===== src/sv/wsfp_pkg.sv =====
// Package for the wind sentence field parser.
// Character codes, field widths and the structs shared by the parser modules.
// No dependencies.
`default_nettype none

package wsfp_pkg;

	localparam logic [7:0] CH_DOLLAR  = 8'h24;
	localparam logic [7:0] CH_COMMA   = 8'h2C;
	localparam logic [7:0] CH_STAR    = 8'h2A;
	localparam logic [7:0] CH_NEWLINE = 8'h0A;
	localparam logic [7:0] CH_POINT   = 8'h2E;
	localparam logic [7:0] CH_ZERO    = 8'h30;
	localparam logic [7:0] CH_NINE    = 8'h39;

	localparam int ANGLE_W = 14;
	localparam int SPEED_W = 24;
	localparam int ACC_W   = 24;
	localparam int COUNT_W = 16;
	localparam int CAP_W   = 3;
	localparam int FRAC_W  = 2;

	// Fraction digits kept per field
	localparam logic [FRAC_W-1:0] ANGLE_FRAC = 2'd1;
	localparam logic [FRAC_W-1:0] SPEED_FRAC = 2'd2;

	// Comma counter codes
	typedef enum logic [1:0] {
		COMMA_NONE  = 2'd0,
		COMMA_ONE   = 2'd1,
		COMMA_TWO   = 2'd2,
		COMMA_SPARE = 2'd3
	} comma_t;

	// Number to be scaled and clamped into a held field
	typedef struct packed {
		logic [ACC_W-1:0]  acc;
		logic [FRAC_W-1:0] frac_digits;
		logic              is_speed;
	} commit_req_t;

	// One finished line
	typedef struct packed {
		logic [ANGLE_W-1:0] angle_tenths;
		logic [SPEED_W-1:0] speed_hundredths;
		logic               line_was_sentence;
		logic [COUNT_W-1:0] line_count;
	} line_result_t;

endpackage

`default_nettype wire


===== src/sv/wsfp_rx_if.sv =====
// Character stream channel of the wind sentence field parser.
// Valid/ready handshake carrying one received byte. Depends on nothing.
`default_nettype none

interface wsfp_rx_if;
	logic       valid;
	logic       ready;
	logic [7:0] rx_byte;

	modport source (output valid, output rx_byte, input ready);
	modport sink   (input valid, input rx_byte, output ready);
endinterface

`default_nettype wire


===== src/sv/wsfp_line_if.sv =====
// Line result channel of the wind sentence field parser.
// Valid/ready handshake carrying the fields of one finished line. Uses wsfp_pkg.
`default_nettype none

interface wsfp_line_if;
	logic                          valid;
	logic                          ready;
	logic [wsfp_pkg::ANGLE_W-1:0]  angle_tenths;
	logic [wsfp_pkg::SPEED_W-1:0]  speed_hundredths;
	logic                          line_was_sentence;
	logic [wsfp_pkg::COUNT_W-1:0]  line_count;

	modport source (output valid, output angle_tenths, output speed_hundredths,
		output line_was_sentence, output line_count, input ready);
	modport sink   (input valid, input angle_tenths, input speed_hundredths,
		input line_was_sentence, input line_count, output ready);
endinterface

`default_nettype wire


===== src/sv/wsfp_commit.sv =====
// Fixed point commit: scales a decimal accumulator to tenths or hundredths
// and clamps it to the field maximum. Uses wsfp_pkg.
`default_nettype none

module wsfp_commit (
	input  wire wsfp_pkg::commit_req_t req,
	output logic [wsfp_pkg::SPEED_W-1:0] value
);

	localparam int PROD_W = wsfp_pkg::ACC_W + 7;

	logic [PROD_W-1:0] acc_ext;
	logic [PROD_W-1:0] scaled;
	logic [PROD_W-1:0] limit;

	assign acc_ext = PROD_W'(req.acc);

	always_comb begin
		// Missing fraction digits are made up by powers of ten
		if (req.is_speed) begin
			unique case (req.frac_digits)
				2'd0:    scaled = (acc_ext << 6) + (acc_ext << 5) + (acc_ext << 2);
				2'd1:    scaled = (acc_ext << 3) + (acc_ext << 1);
				default: scaled = acc_ext;
			endcase
			limit = PROD_W'({wsfp_pkg::SPEED_W{1'b1}});
		end else begin
			if (req.frac_digits == 2'd0) begin
				scaled = (acc_ext << 3) + (acc_ext << 1);
			end else begin
				scaled = acc_ext;
			end
			limit = PROD_W'({wsfp_pkg::ANGLE_W{1'b1}});
		end
	end

	assign value = (scaled > limit) ? limit[wsfp_pkg::SPEED_W-1:0]
		: scaled[wsfp_pkg::SPEED_W-1:0];

endmodule

`default_nettype wire


===== src/sv/wsfp_scan.sv =====
// Line scanner: holds the per-line scan state and the held field values,
// and works out one character per step. Uses wsfp_pkg and wsfp_commit.
`default_nettype none

module wsfp_scan #(
	parameter int ANGLE_CHARS = 3,
	parameter int SPEED_CHARS = 5
) (
	input  wire                          clk,
	input  wire                          arst_n,
	input  wire                          step,
	input  wire  [7:0]                   char_in,
	output logic                         line_done,
	output wsfp_pkg::line_result_t       line_res
);

	localparam int ACC_EXT_W = wsfp_pkg::ACC_W + 4;

	// Scan state
	logic                               at_line_start_q, in_sentence_q, scan_done_q;
	wsfp_pkg::comma_t                   comma_seen_q;
	logic [wsfp_pkg::CAP_W-1:0]         capture_left_q;
	logic                               capture_is_speed_q;
	logic                               digits_stopped_q, point_seen_q;
	logic [wsfp_pkg::FRAC_W-1:0]        fraction_digits_q;
	logic [wsfp_pkg::ACC_W-1:0]         acc_q;
	logic [wsfp_pkg::ANGLE_W-1:0]       held_angle_q;
	logic [wsfp_pkg::SPEED_W-1:0]       held_speed_q;
	logic [wsfp_pkg::COUNT_W-1:0]       lines_q;

	logic                               at_line_start_d, in_sentence_d, scan_done_d;
	wsfp_pkg::comma_t                   comma_seen_d;
	logic [wsfp_pkg::CAP_W-1:0]         capture_left_d;
	logic                               capture_is_speed_d;
	logic                               digits_stopped_d, point_seen_d;
	logic [wsfp_pkg::FRAC_W-1:0]        fraction_digits_d;
	logic [wsfp_pkg::ACC_W-1:0]         acc_d;
	logic [wsfp_pkg::ANGLE_W-1:0]       held_angle_d;
	logic [wsfp_pkg::SPEED_W-1:0]       held_speed_d;
	logic [wsfp_pkg::COUNT_W-1:0]       lines_d;

	// Digit feed, computed on the current number state
	logic                               is_digit;
	logic [ACC_EXT_W-1:0]               acc_times10;
	logic [wsfp_pkg::ACC_W-1:0]         acc_fed;
	logic                               stopped_fed, point_fed;
	logic [wsfp_pkg::FRAC_W-1:0]        frac_fed;
	logic [wsfp_pkg::FRAC_W-1:0]        frac_max;

	wsfp_pkg::commit_req_t              creq;
	logic [wsfp_pkg::SPEED_W-1:0]       cval;
	logic                               is_newline;

	assign is_newline = (char_in == wsfp_pkg::CH_NEWLINE);
	assign is_digit   = (char_in >= wsfp_pkg::CH_ZERO) && (char_in <= wsfp_pkg::CH_NINE);
	assign frac_max   = capture_is_speed_q ? wsfp_pkg::SPEED_FRAC : wsfp_pkg::ANGLE_FRAC;
	assign acc_times10 = (ACC_EXT_W'(acc_q) << 3) + (ACC_EXT_W'(acc_q) << 1)
		+ ACC_EXT_W'(char_in[3:0]);

	always_comb begin
		acc_fed     = acc_q;
		stopped_fed = digits_stopped_q;
		point_fed   = point_seen_q;
		frac_fed    = fraction_digits_q;
		if (!digits_stopped_q) begin
			if (is_digit) begin
				if (!point_seen_q || (fraction_digits_q < frac_max)) begin
					if (point_seen_q) begin
						frac_fed = fraction_digits_q + 2'd1;
					end
					acc_fed = (acc_times10 > ACC_EXT_W'({wsfp_pkg::ACC_W{1'b1}}))
						? {wsfp_pkg::ACC_W{1'b1}} : acc_times10[wsfp_pkg::ACC_W-1:0];
				end
			end else if ((char_in == wsfp_pkg::CH_POINT) && !point_seen_q) begin
				point_fed = 1'b1;
			end else begin
				stopped_fed = 1'b1;
			end
		end
	end

	// A newline commits what was read so far; a full window commits the fed value
	always_comb begin
		creq.is_speed = capture_is_speed_q;
		if (is_newline) begin
			creq.acc         = acc_q;
			creq.frac_digits = fraction_digits_q;
		end else begin
			creq.acc         = acc_fed;
			creq.frac_digits = frac_fed;
		end
	end

	wsfp_commit u_commit (
		.req   (creq),
		.value (cval)
	);

	always_comb begin
		at_line_start_d    = at_line_start_q;
		in_sentence_d      = in_sentence_q;
		scan_done_d        = scan_done_q;
		comma_seen_d       = comma_seen_q;
		capture_left_d     = capture_left_q;
		capture_is_speed_d = capture_is_speed_q;
		digits_stopped_d   = digits_stopped_q;
		point_seen_d       = point_seen_q;
		fraction_digits_d  = fraction_digits_q;
		acc_d              = acc_q;
		held_angle_d       = held_angle_q;
		held_speed_d       = held_speed_q;
		lines_d            = lines_q;

		priority if (is_newline) begin
			if (capture_left_q != '0) begin
				if (capture_is_speed_q) begin
					held_speed_d = cval;
				end else begin
					held_angle_d = cval[wsfp_pkg::ANGLE_W-1:0];
				end
			end
			lines_d            = lines_q + wsfp_pkg::COUNT_W'(1);
			at_line_start_d    = 1'b1;
			in_sentence_d      = 1'b0;
			scan_done_d        = 1'b0;
			comma_seen_d       = wsfp_pkg::COMMA_NONE;
			capture_left_d     = '0;
			capture_is_speed_d = 1'b0;
			digits_stopped_d   = 1'b0;
			point_seen_d       = 1'b0;
			fraction_digits_d  = '0;
			acc_d              = '0;
		end else if (at_line_start_q) begin
			at_line_start_d = 1'b0;
			in_sentence_d   = (char_in == wsfp_pkg::CH_DOLLAR);
		end else if (!in_sentence_q || scan_done_q) begin
			// drop the character
		end else if (capture_left_q != '0) begin
			capture_left_d    = capture_left_q - wsfp_pkg::CAP_W'(1);
			digits_stopped_d  = stopped_fed;
			point_seen_d      = point_fed;
			fraction_digits_d = frac_fed;
			acc_d             = acc_fed;
			if (capture_left_q == wsfp_pkg::CAP_W'(1)) begin
				if (capture_is_speed_q) begin
					held_speed_d = cval;
					scan_done_d  = 1'b1;
				end else begin
					held_angle_d = cval[wsfp_pkg::ANGLE_W-1:0];
				end
				digits_stopped_d  = 1'b0;
				point_seen_d      = 1'b0;
				fraction_digits_d = '0;
				acc_d             = '0;
			end
		end else if (char_in == wsfp_pkg::CH_STAR) begin
			scan_done_d = 1'b1;
		end else if (char_in == wsfp_pkg::CH_COMMA) begin
			unique case (comma_seen_q)
				wsfp_pkg::COMMA_NONE: begin
					capture_is_speed_d = 1'b0;
					capture_left_d     = wsfp_pkg::CAP_W'(ANGLE_CHARS);
					comma_seen_d       = wsfp_pkg::COMMA_ONE;
					digits_stopped_d   = 1'b0;
					point_seen_d       = 1'b0;
					fraction_digits_d  = '0;
					acc_d              = '0;
				end
				wsfp_pkg::COMMA_ONE: begin
					comma_seen_d = wsfp_pkg::COMMA_TWO;
				end
				default: begin
					capture_is_speed_d = 1'b1;
					capture_left_d     = wsfp_pkg::CAP_W'(SPEED_CHARS);
					digits_stopped_d   = 1'b0;
					point_seen_d       = 1'b0;
					fraction_digits_d  = '0;
					acc_d              = '0;
				end
			endcase
		end else begin
			// other characters outside a window are skipped
		end
	end

	always_ff @(posedge clk or negedge arst_n) begin
		if (!arst_n) begin
			at_line_start_q    <= 1'b1;
			in_sentence_q      <= 1'b0;
			scan_done_q        <= 1'b0;
			comma_seen_q       <= wsfp_pkg::COMMA_NONE;
			capture_left_q     <= '0;
			capture_is_speed_q <= 1'b0;
			digits_stopped_q   <= 1'b0;
			point_seen_q       <= 1'b0;
			fraction_digits_q  <= '0;
			acc_q              <= '0;
			held_angle_q       <= '0;
			held_speed_q       <= '0;
			lines_q            <= '0;
		end else if (step) begin
			at_line_start_q    <= at_line_start_d;
			in_sentence_q      <= in_sentence_d;
			scan_done_q        <= scan_done_d;
			comma_seen_q       <= comma_seen_d;
			capture_left_q     <= capture_left_d;
			capture_is_speed_q <= capture_is_speed_d;
			digits_stopped_q   <= digits_stopped_d;
			point_seen_q       <= point_seen_d;
			fraction_digits_q  <= fraction_digits_d;
			acc_q              <= acc_d;
			held_angle_q       <= held_angle_d;
			held_speed_q       <= held_speed_d;
			lines_q            <= lines_d;
		end
	end

	assign line_done                  = is_newline;
	assign line_res.angle_tenths      = held_angle_d;
	assign line_res.speed_hundredths  = held_speed_d;
	assign line_res.line_was_sentence = in_sentence_q;
	assign line_res.line_count        = lines_d;

endmodule

`default_nettype wire


===== src/sv/wind_sentence_field_parser.sv =====
// Wind sentence field parser, top level. Uses wsfp_pkg, wsfp_rx_if, wsfp_line_if, wsfp_scan.
// A newline is held in the character register, then its line result is loaded into the output register.
// Throughput: one character per cycle, sustained, while the line channel keeps up.
// The character register stalls only when a line result waits untaken in the output register.
// Reset (arst_n low, asynchronous): scan state cleared, held angle/speed and line count zero,
// both pipeline valids dropped.
`default_nettype none

module wind_sentence_field_parser #(
	parameter int ANGLE_CHARS = 3,
	parameter int SPEED_CHARS = 5
) (
	input  wire              clk,
	input  wire              arst_n,
	wsfp_rx_if.sink          rx,
	wsfp_line_if.source      wind
);

	// Stage 1: the accepted character
	logic       valid_s1;
	logic [7:0] char_s1;

	// Output register: one finished line waiting for its transaction
	logic                   out_valid_q;
	wsfp_pkg::line_result_t out_q;

	logic                   advance;
	logic                   step;
	logic                   line_done;
	wsfp_pkg::line_result_t line_res;

	// The scanner moves whenever a character is held and the output register is free or being emptied.
	assign advance  = !out_valid_q || wind.ready;
	assign step     = valid_s1 && advance;
	assign rx.ready = !valid_s1 || advance;

	always_ff @(posedge clk or negedge arst_n) begin
		if (!arst_n) begin
			valid_s1 <= 1'b0;
		end else if (rx.ready) begin
			valid_s1 <= rx.valid;
		end
	end

	// Payload register: load on each accepted transaction, no reset needed
	always_ff @(posedge clk) begin
		if (rx.ready && rx.valid) begin
			char_s1 <= rx.rx_byte;
		end
	end

	wsfp_scan #(
		.ANGLE_CHARS (ANGLE_CHARS),
		.SPEED_CHARS (SPEED_CHARS)
	) u_scan (
		.clk       (clk),
		.arst_n    (arst_n),
		.step      (step),
		.char_in   (char_s1),
		.line_done (line_done),
		.line_res  (line_res)
	);

	// Hold a line result until taken; refill in the same cycle it drains
	always_ff @(posedge clk or negedge arst_n) begin
		if (!arst_n) begin
			out_valid_q <= 1'b0;
		end else if (advance) begin
			out_valid_q <= step && line_done;
		end
	end

	always_ff @(posedge clk) begin
		if (step && line_done) begin
			out_q <= line_res;
		end
	end

	assign wind.valid             = out_valid_q;
	assign wind.angle_tenths      = out_q.angle_tenths;
	assign wind.speed_hundredths  = out_q.speed_hundredths;
	assign wind.line_was_sentence = out_q.line_was_sentence;
	assign wind.line_count        = out_q.line_count;

endmodule

`default_nettype wire


===== src/flat_wrapper.sv =====
// flat-port wrapper written by rule: the top's interface ports become plain ports
module wind_sentence_field_parser_flat 
#(
	parameter int ANGLE_CHARS = 3,
	parameter int SPEED_CHARS = 5
)
  (clk, arst_n, rx_valid, rx_rx_byte, rx_ready, wind_valid, wind_angle_tenths, wind_speed_hundredths, wind_line_was_sentence, wind_line_count, wind_ready);
  wsfp_rx_if rx_i ();
  wsfp_line_if wind_i ();
  input  wire clk;
  input  wire arst_n;
  input wire logic [$bits(rx_i.valid)-1:0] rx_valid;
  input wire logic [$bits(rx_i.rx_byte)-1:0] rx_rx_byte;
  output wire logic [$bits(rx_i.ready)-1:0] rx_ready;
  output wire logic [$bits(wind_i.valid)-1:0] wind_valid;
  output wire logic [$bits(wind_i.angle_tenths)-1:0] wind_angle_tenths;
  output wire logic [$bits(wind_i.speed_hundredths)-1:0] wind_speed_hundredths;
  output wire logic [$bits(wind_i.line_was_sentence)-1:0] wind_line_was_sentence;
  output wire logic [$bits(wind_i.line_count)-1:0] wind_line_count;
  input wire logic [$bits(wind_i.ready)-1:0] wind_ready;
  assign rx_i.valid = rx_valid;
  assign rx_i.rx_byte = rx_rx_byte;
  assign rx_ready = rx_i.ready;
  assign wind_valid = wind_i.valid;
  assign wind_angle_tenths = wind_i.angle_tenths;
  assign wind_speed_hundredths = wind_i.speed_hundredths;
  assign wind_line_was_sentence = wind_i.line_was_sentence;
  assign wind_line_count = wind_i.line_count;
  assign wind_i.ready = wind_ready;
  wind_sentence_field_parser #(.ANGLE_CHARS(ANGLE_CHARS), .SPEED_CHARS(SPEED_CHARS)) u_core (.clk(clk), .arst_n(arst_n), .rx(rx_i), .wind(wind_i));
endmodule

===== config.mk =====
export PLATFORM = sky130hd
export DESIGN_NAME = wind_sentence_field_parser_flat
export DESIGN_NICKNAME = d
export VERILOG_FILES = /design/src/sv/wsfp_pkg.sv /design/src/sv/wsfp_rx_if.sv /design/src/sv/wsfp_line_if.sv /design/src/sv/wsfp_commit.sv /design/src/sv/wsfp_scan.sv /design/src/sv/wind_sentence_field_parser.sv /design/src/flat_wrapper.sv
export SDC_FILE = /design/constraint.sdc
export NUM_CORES = 1
export LEC_CHECK = 0
export ABC_AREA = 1
export BUFFER_PORTS_ARGS = -buffer_cell sky130_fd_sc_hd__buf_2
export CAP_MARGIN = 40
export CORE_UTILIZATION = 50
export CTS_BUF_LIST = sky130_fd_sc_hd__clkbuf_16
export CTS_CLUSTER_SIZE = 14
export DETAILED_ROUTE_END_ITERATION = 7
export GPL_ROUTABILITY_DRIVEN = 0
export PLACE_DENSITY = 0.72
export SKIP_CTS_REPAIR_TIMING = 1
export SYNTH_ARGS = -nofsm -noshare
export SYNTH_HDL_FRONTEND = slang
export SYNTH_SLANG_ARGS = --single-unit

===== constraint.sdc =====
create_clock -name clk -period 8.9 [get_ports clk]
set_input_delay 2.67 -clock clk [delete_from_list [all_inputs] [get_ports clk]]
set_output_delay 2.67 -clock clk [all_outputs]
set_load 0.01 [all_outputs]

==> flow_summary.ini <==
[floorplanning]
die_width_um = 170
start_util_pct = 50.9
dieArea_sq_mm = 0.0290
placementRows = 61
io_pins = 69
core_area_sq_mm = 0.0279
die_h_um = 170

[worst_setup_path]
path_class = flip-flop to flip-flop
crit_path_max_fanout = 15
endpoint_kind = flip-flop
cp.arrival_ns = 8.46
crit_required_ns = 9.08
cp.buffers_inverters = 7
critPathMaxStageDelay_ns = 0.52
cp-start-kind = flip-flop
worst_path_max_delay_cell = fa_1
cpMostUsedCell = nand2_1
crit_family = simple AND/OR/NAND/NOR gates

[drt]
num_vias = 14400
firstDrtPassIters = 7
wl_per_cell_um = 16.5
wl_um = 41800
via_per_inst = 5.67
initialDrtViolationCount = 1495
postRouteAntennaNets = 0
drcViolationCount = 0

[layout]
nNetsFinal = 2277
syn_to_final_growth_pct = 10.0
antenna_cells = 0
fin_util_pct = 56.0
seqCellArea_sq_mm = 0.00422
fillers = 2707
multi_input_area_sq_mm = 0.00875
layout-drive-gt1-share_pct = 8.87

[synthesis]
syn_area_sq_mm = 0.0142
ys_types = 57
ys_ff_latch = 156
yosysWarnings = 0
synthArstFlopShare_pct = 59.6
syn_area_per_cell_sq_um = 6.79
synth_cells = 2087
synth-main-ff-cell = dfrtp_1
ys_seq_area_share_pct = 29.8
synth-edff-count = 63
synth_nets = 2224

[power_and_ir_drop]
peakVddDrop_uv = 107
p_total_mw = 2.33
p_leak_nw = 8.17
power_density_mw_per_mm2 = 149

[timing]
setup_viol = 0
finalHoldViolCount = 0
period_minus_slack_ns = 8.28
maxSlewViolCount = 0
fin_skew_ns = 0.0125
min_period_over_period_pct = 93.1
tightest_slew_ns = 0.825
fmax_mhz = 121
slew-limit-headroom_pct = 44.8

[flow_run]
cap_violations = 0

[worst_hold_path]
hp-class = flip-flop to flip-flop

[global_routing]
grt_pass1_vias = 13600
antenna_found_initial = 0
grt_usage_pct = 29.1
grt_max_degree = 70
grt.overflow.total = 0
grt_pass1_wl_um = 67300

[clock_network]
clk_pin_slew_ns = 0.07
cts_sinks = 156
cts_made_buffers = 17
clockBufferDepth = 2
insertion_delay_ns = 0.44
cts_tree = done
clockRootBuffer = clkbuf_16
h-tree-depth = 4

[status]
status = completed

[placement]
port-buffer-count = 68
dp_hpwl_um = 30300
==> placed cells by master, fill, tap and decap left out, types with 20 or more instances in the layout <==
cell and instances:
o21ai_1 28, nor2_1 124, o21ai_0 92, buf_2 68, buf_4 31, dfrtp_1 92
o22ai_1 20, edfxtp_1 63, xor2_1 45, nand2_1 692, nor3_1 21, a21oi_1 167
ha_1 108, nand3_1 133, nand4_1 24, inv_1 236
==> per-layer routing <==
| metal | wire length, um | GRT usage (%) | up-vias |
|---|---|---|---|
| met2 | 18600 | 46.7 | 596 |
| li1 | - | - | 6982 |
| met1 | 18800 | 39.5 | 6659 |
| met3 | 2960 | 4.21 | 118 |
| met5 | 0 | 0 | - |
| met4 | 1420 | 11.6 | 0 |
==> registers in the layout, summed over array words and instances (netlist names) <==
| signal | cells |
|---|---|
| u_core.u_scan.acc_q | 24 |
| u_core.u_scan.held_speed_q | 24 |
| u_core.wind.speed_hundredths | 24 |
| u_core.u_scan.lines_q | 16 |
| u_core.wind.line_count | 16 |
| u_core.u_scan.held_angle_q | 14 |
| u_core.wind.angle_tenths | 14 |
| u_core.char_s1 | 8 |
| u_core.u_scan.capture_left_q | 3 |
| u_core.u_scan.comma_seen_q | 2 |
| u_core.u_scan.fraction_digits_q | 2 |
| u_core.u_scan.at_line_start_q | 1 |
| u_core.u_scan.capture_is_speed_q | 1 |
| u_core.u_scan.digits_stopped_q | 1 |
| u_core.u_scan.in_sentence_q | 1 |
| u_core.u_scan.point_seen_q | 1 |
| u_core.u_scan.scan_done_q | 1 |
| u_core.valid_s1 | 1 |
| u_core.wind.line_was_sentence | 1 |
| u_core.wind.valid | 1 |
==> path summary, 6_finish.rpt <==
path | from | end | slack (ns) | cells after the start
setup reg to reg | u_core.char_s1[3] | u_core.wind.angle_tenths[10] | 0.62 | 48
setup / recovery | u_core.char_s1[3] | u_core.wind.angle_tenths[10] | 0.62 | 48
min in group asynchronous | arst_n | u_core.u_scan.acc_q[21] | 2.19 | 1
hold reg to reg | u_core.u_scan.held_angle_q[1] | u_core.u_scan.held_angle_q[1] | 0.48 | 2
max in group asynchronous | arst_n | u_core.u_scan.held_speed_q[22] | 5.48 | 2
hold / removal | u_core.u_scan.held_angle_q[1] | u_core.u_scan.held_angle_q[1] | 0.48 | 2
==> cell families (layout without fill, tap and decap cells) <==
| family | after synthesis | after routing | synth area share (%) |
|---|---|---|---|
| compound gates | 382 | 382 | 15.2 |
| simple gates | 1046 | 1047 | 30.7 |
| mux | 1 | 1 | 0.0706 |
| xor+xnor | 55 | 55 | 3.40 |
| buf+inv | 322 | 387 | 8.90 |
| fa+ha+maj | 125 | 125 | 11.9 |
| flops | 156 | 156 | 29.8 |
==> through the flow <==
stage                      TNS (ns)  std cells  worst slack (ns)  cell area (sq um)  hold slack (ns)
after floorplan                   0       2087              1.58              14200            0.447
after global placement            0       2492             0.745              14900            0.462
after detailed placement          0       2494             0.444              14900            0.465
after CTS                         0       2526             0.399              15500            0.485
after global routing      -0.000798       2531         -0.000798              15600            0.500
final                             0       2531             0.617              15600            0.481
==> synthesized netlist by cell type, types with 3 or more instances <==
cell type | number | area share (%)
o221ai_1 | 4 | 0.25
nor4_1 | 10 | 0.44
a22oi_1 | 7 | 0.37
inv_1 | 238 | 6.3
dfrtp_1 | 92 | 16
a21oi_1 | 167 | 5.9
nor2_2 | 6 | 0.26
o22ai_1 | 20 | 0.88
nor2_4 | 3 | 0.24
a21o_1 | 4 | 0.21
o211ai_1 | 15 | 0.79
o21a_1 | 8 | 0.42
nor3_1 | 21 | 0.74
a31oi_1 | 6 | 0.26
buf_1 | 3 | 0.079
buf_4 | 6 | 0.32
nor2_1 | 125 | 3.3
xnor2_1 | 10 | 0.62
o21ai_2 | 6 | 0.37
buf_2 | 12 | 0.42
ha_1 | 108 | 9.5
a221oi_1 | 3 | 0.19
clkinv_1 | 9 | 0.24
nand2_1 | 692 | 18
nand4_1 | 24 | 1.1
edfxtp_1 | 63 | 13
o21ai_1 | 26 | 0.92
o21bai_1 | 10 | 0.53
or2_2 | 8 | 0.35
clkbuf_1 | 43 | 1.1
fa_1 | 17 | 2.4
xor2_1 | 45 | 2.8
nand3b_1 | 3 | 0.16
inv_2 | 9 | 0.24
nand3_1 | 134 | 4.7
nand2_2 | 9 | 0.40
o21ai_0 | 95 | 3.4
==> worst reg2reg max path: cells and delay by family, from the launching register on <==
| kind | cells | cell delay (ns) |
|---|---|---|
| AO/OA/AOI/OAI | 9 | 1.93 |
| adder cells (fa/ha/maj) | 5 | 2.01 |
| buffers and inverters | 7 | 0.89 |
| flip-flops | 1 | 0.48 |
| AND/OR/NAND/NOR | 27 | 2.72 |
==> power by group <==
part	total (mW)	internal (mW)	leakage, nW	switching, mW
Sequential	0.816	0.787	1.81	0.0289
Combinational	0.757	0.254	6.05	0.503
Clock	0.756	0.384	0.298	0.372
==> layout make-up <==
class / count / area share [%]
Clock buffer: 17 / 2.73
Inverter: 256 / 6.16
Sequential cell: 156 / 27.1
Clock inverter: 15 / 1.21
Timing Repair Buffer: 99 / 3.68
Multi-Input combinational cell: 1610 / 56.1
Tap cell: 378 / 3.03
Power figures use the tool's default switching activity.
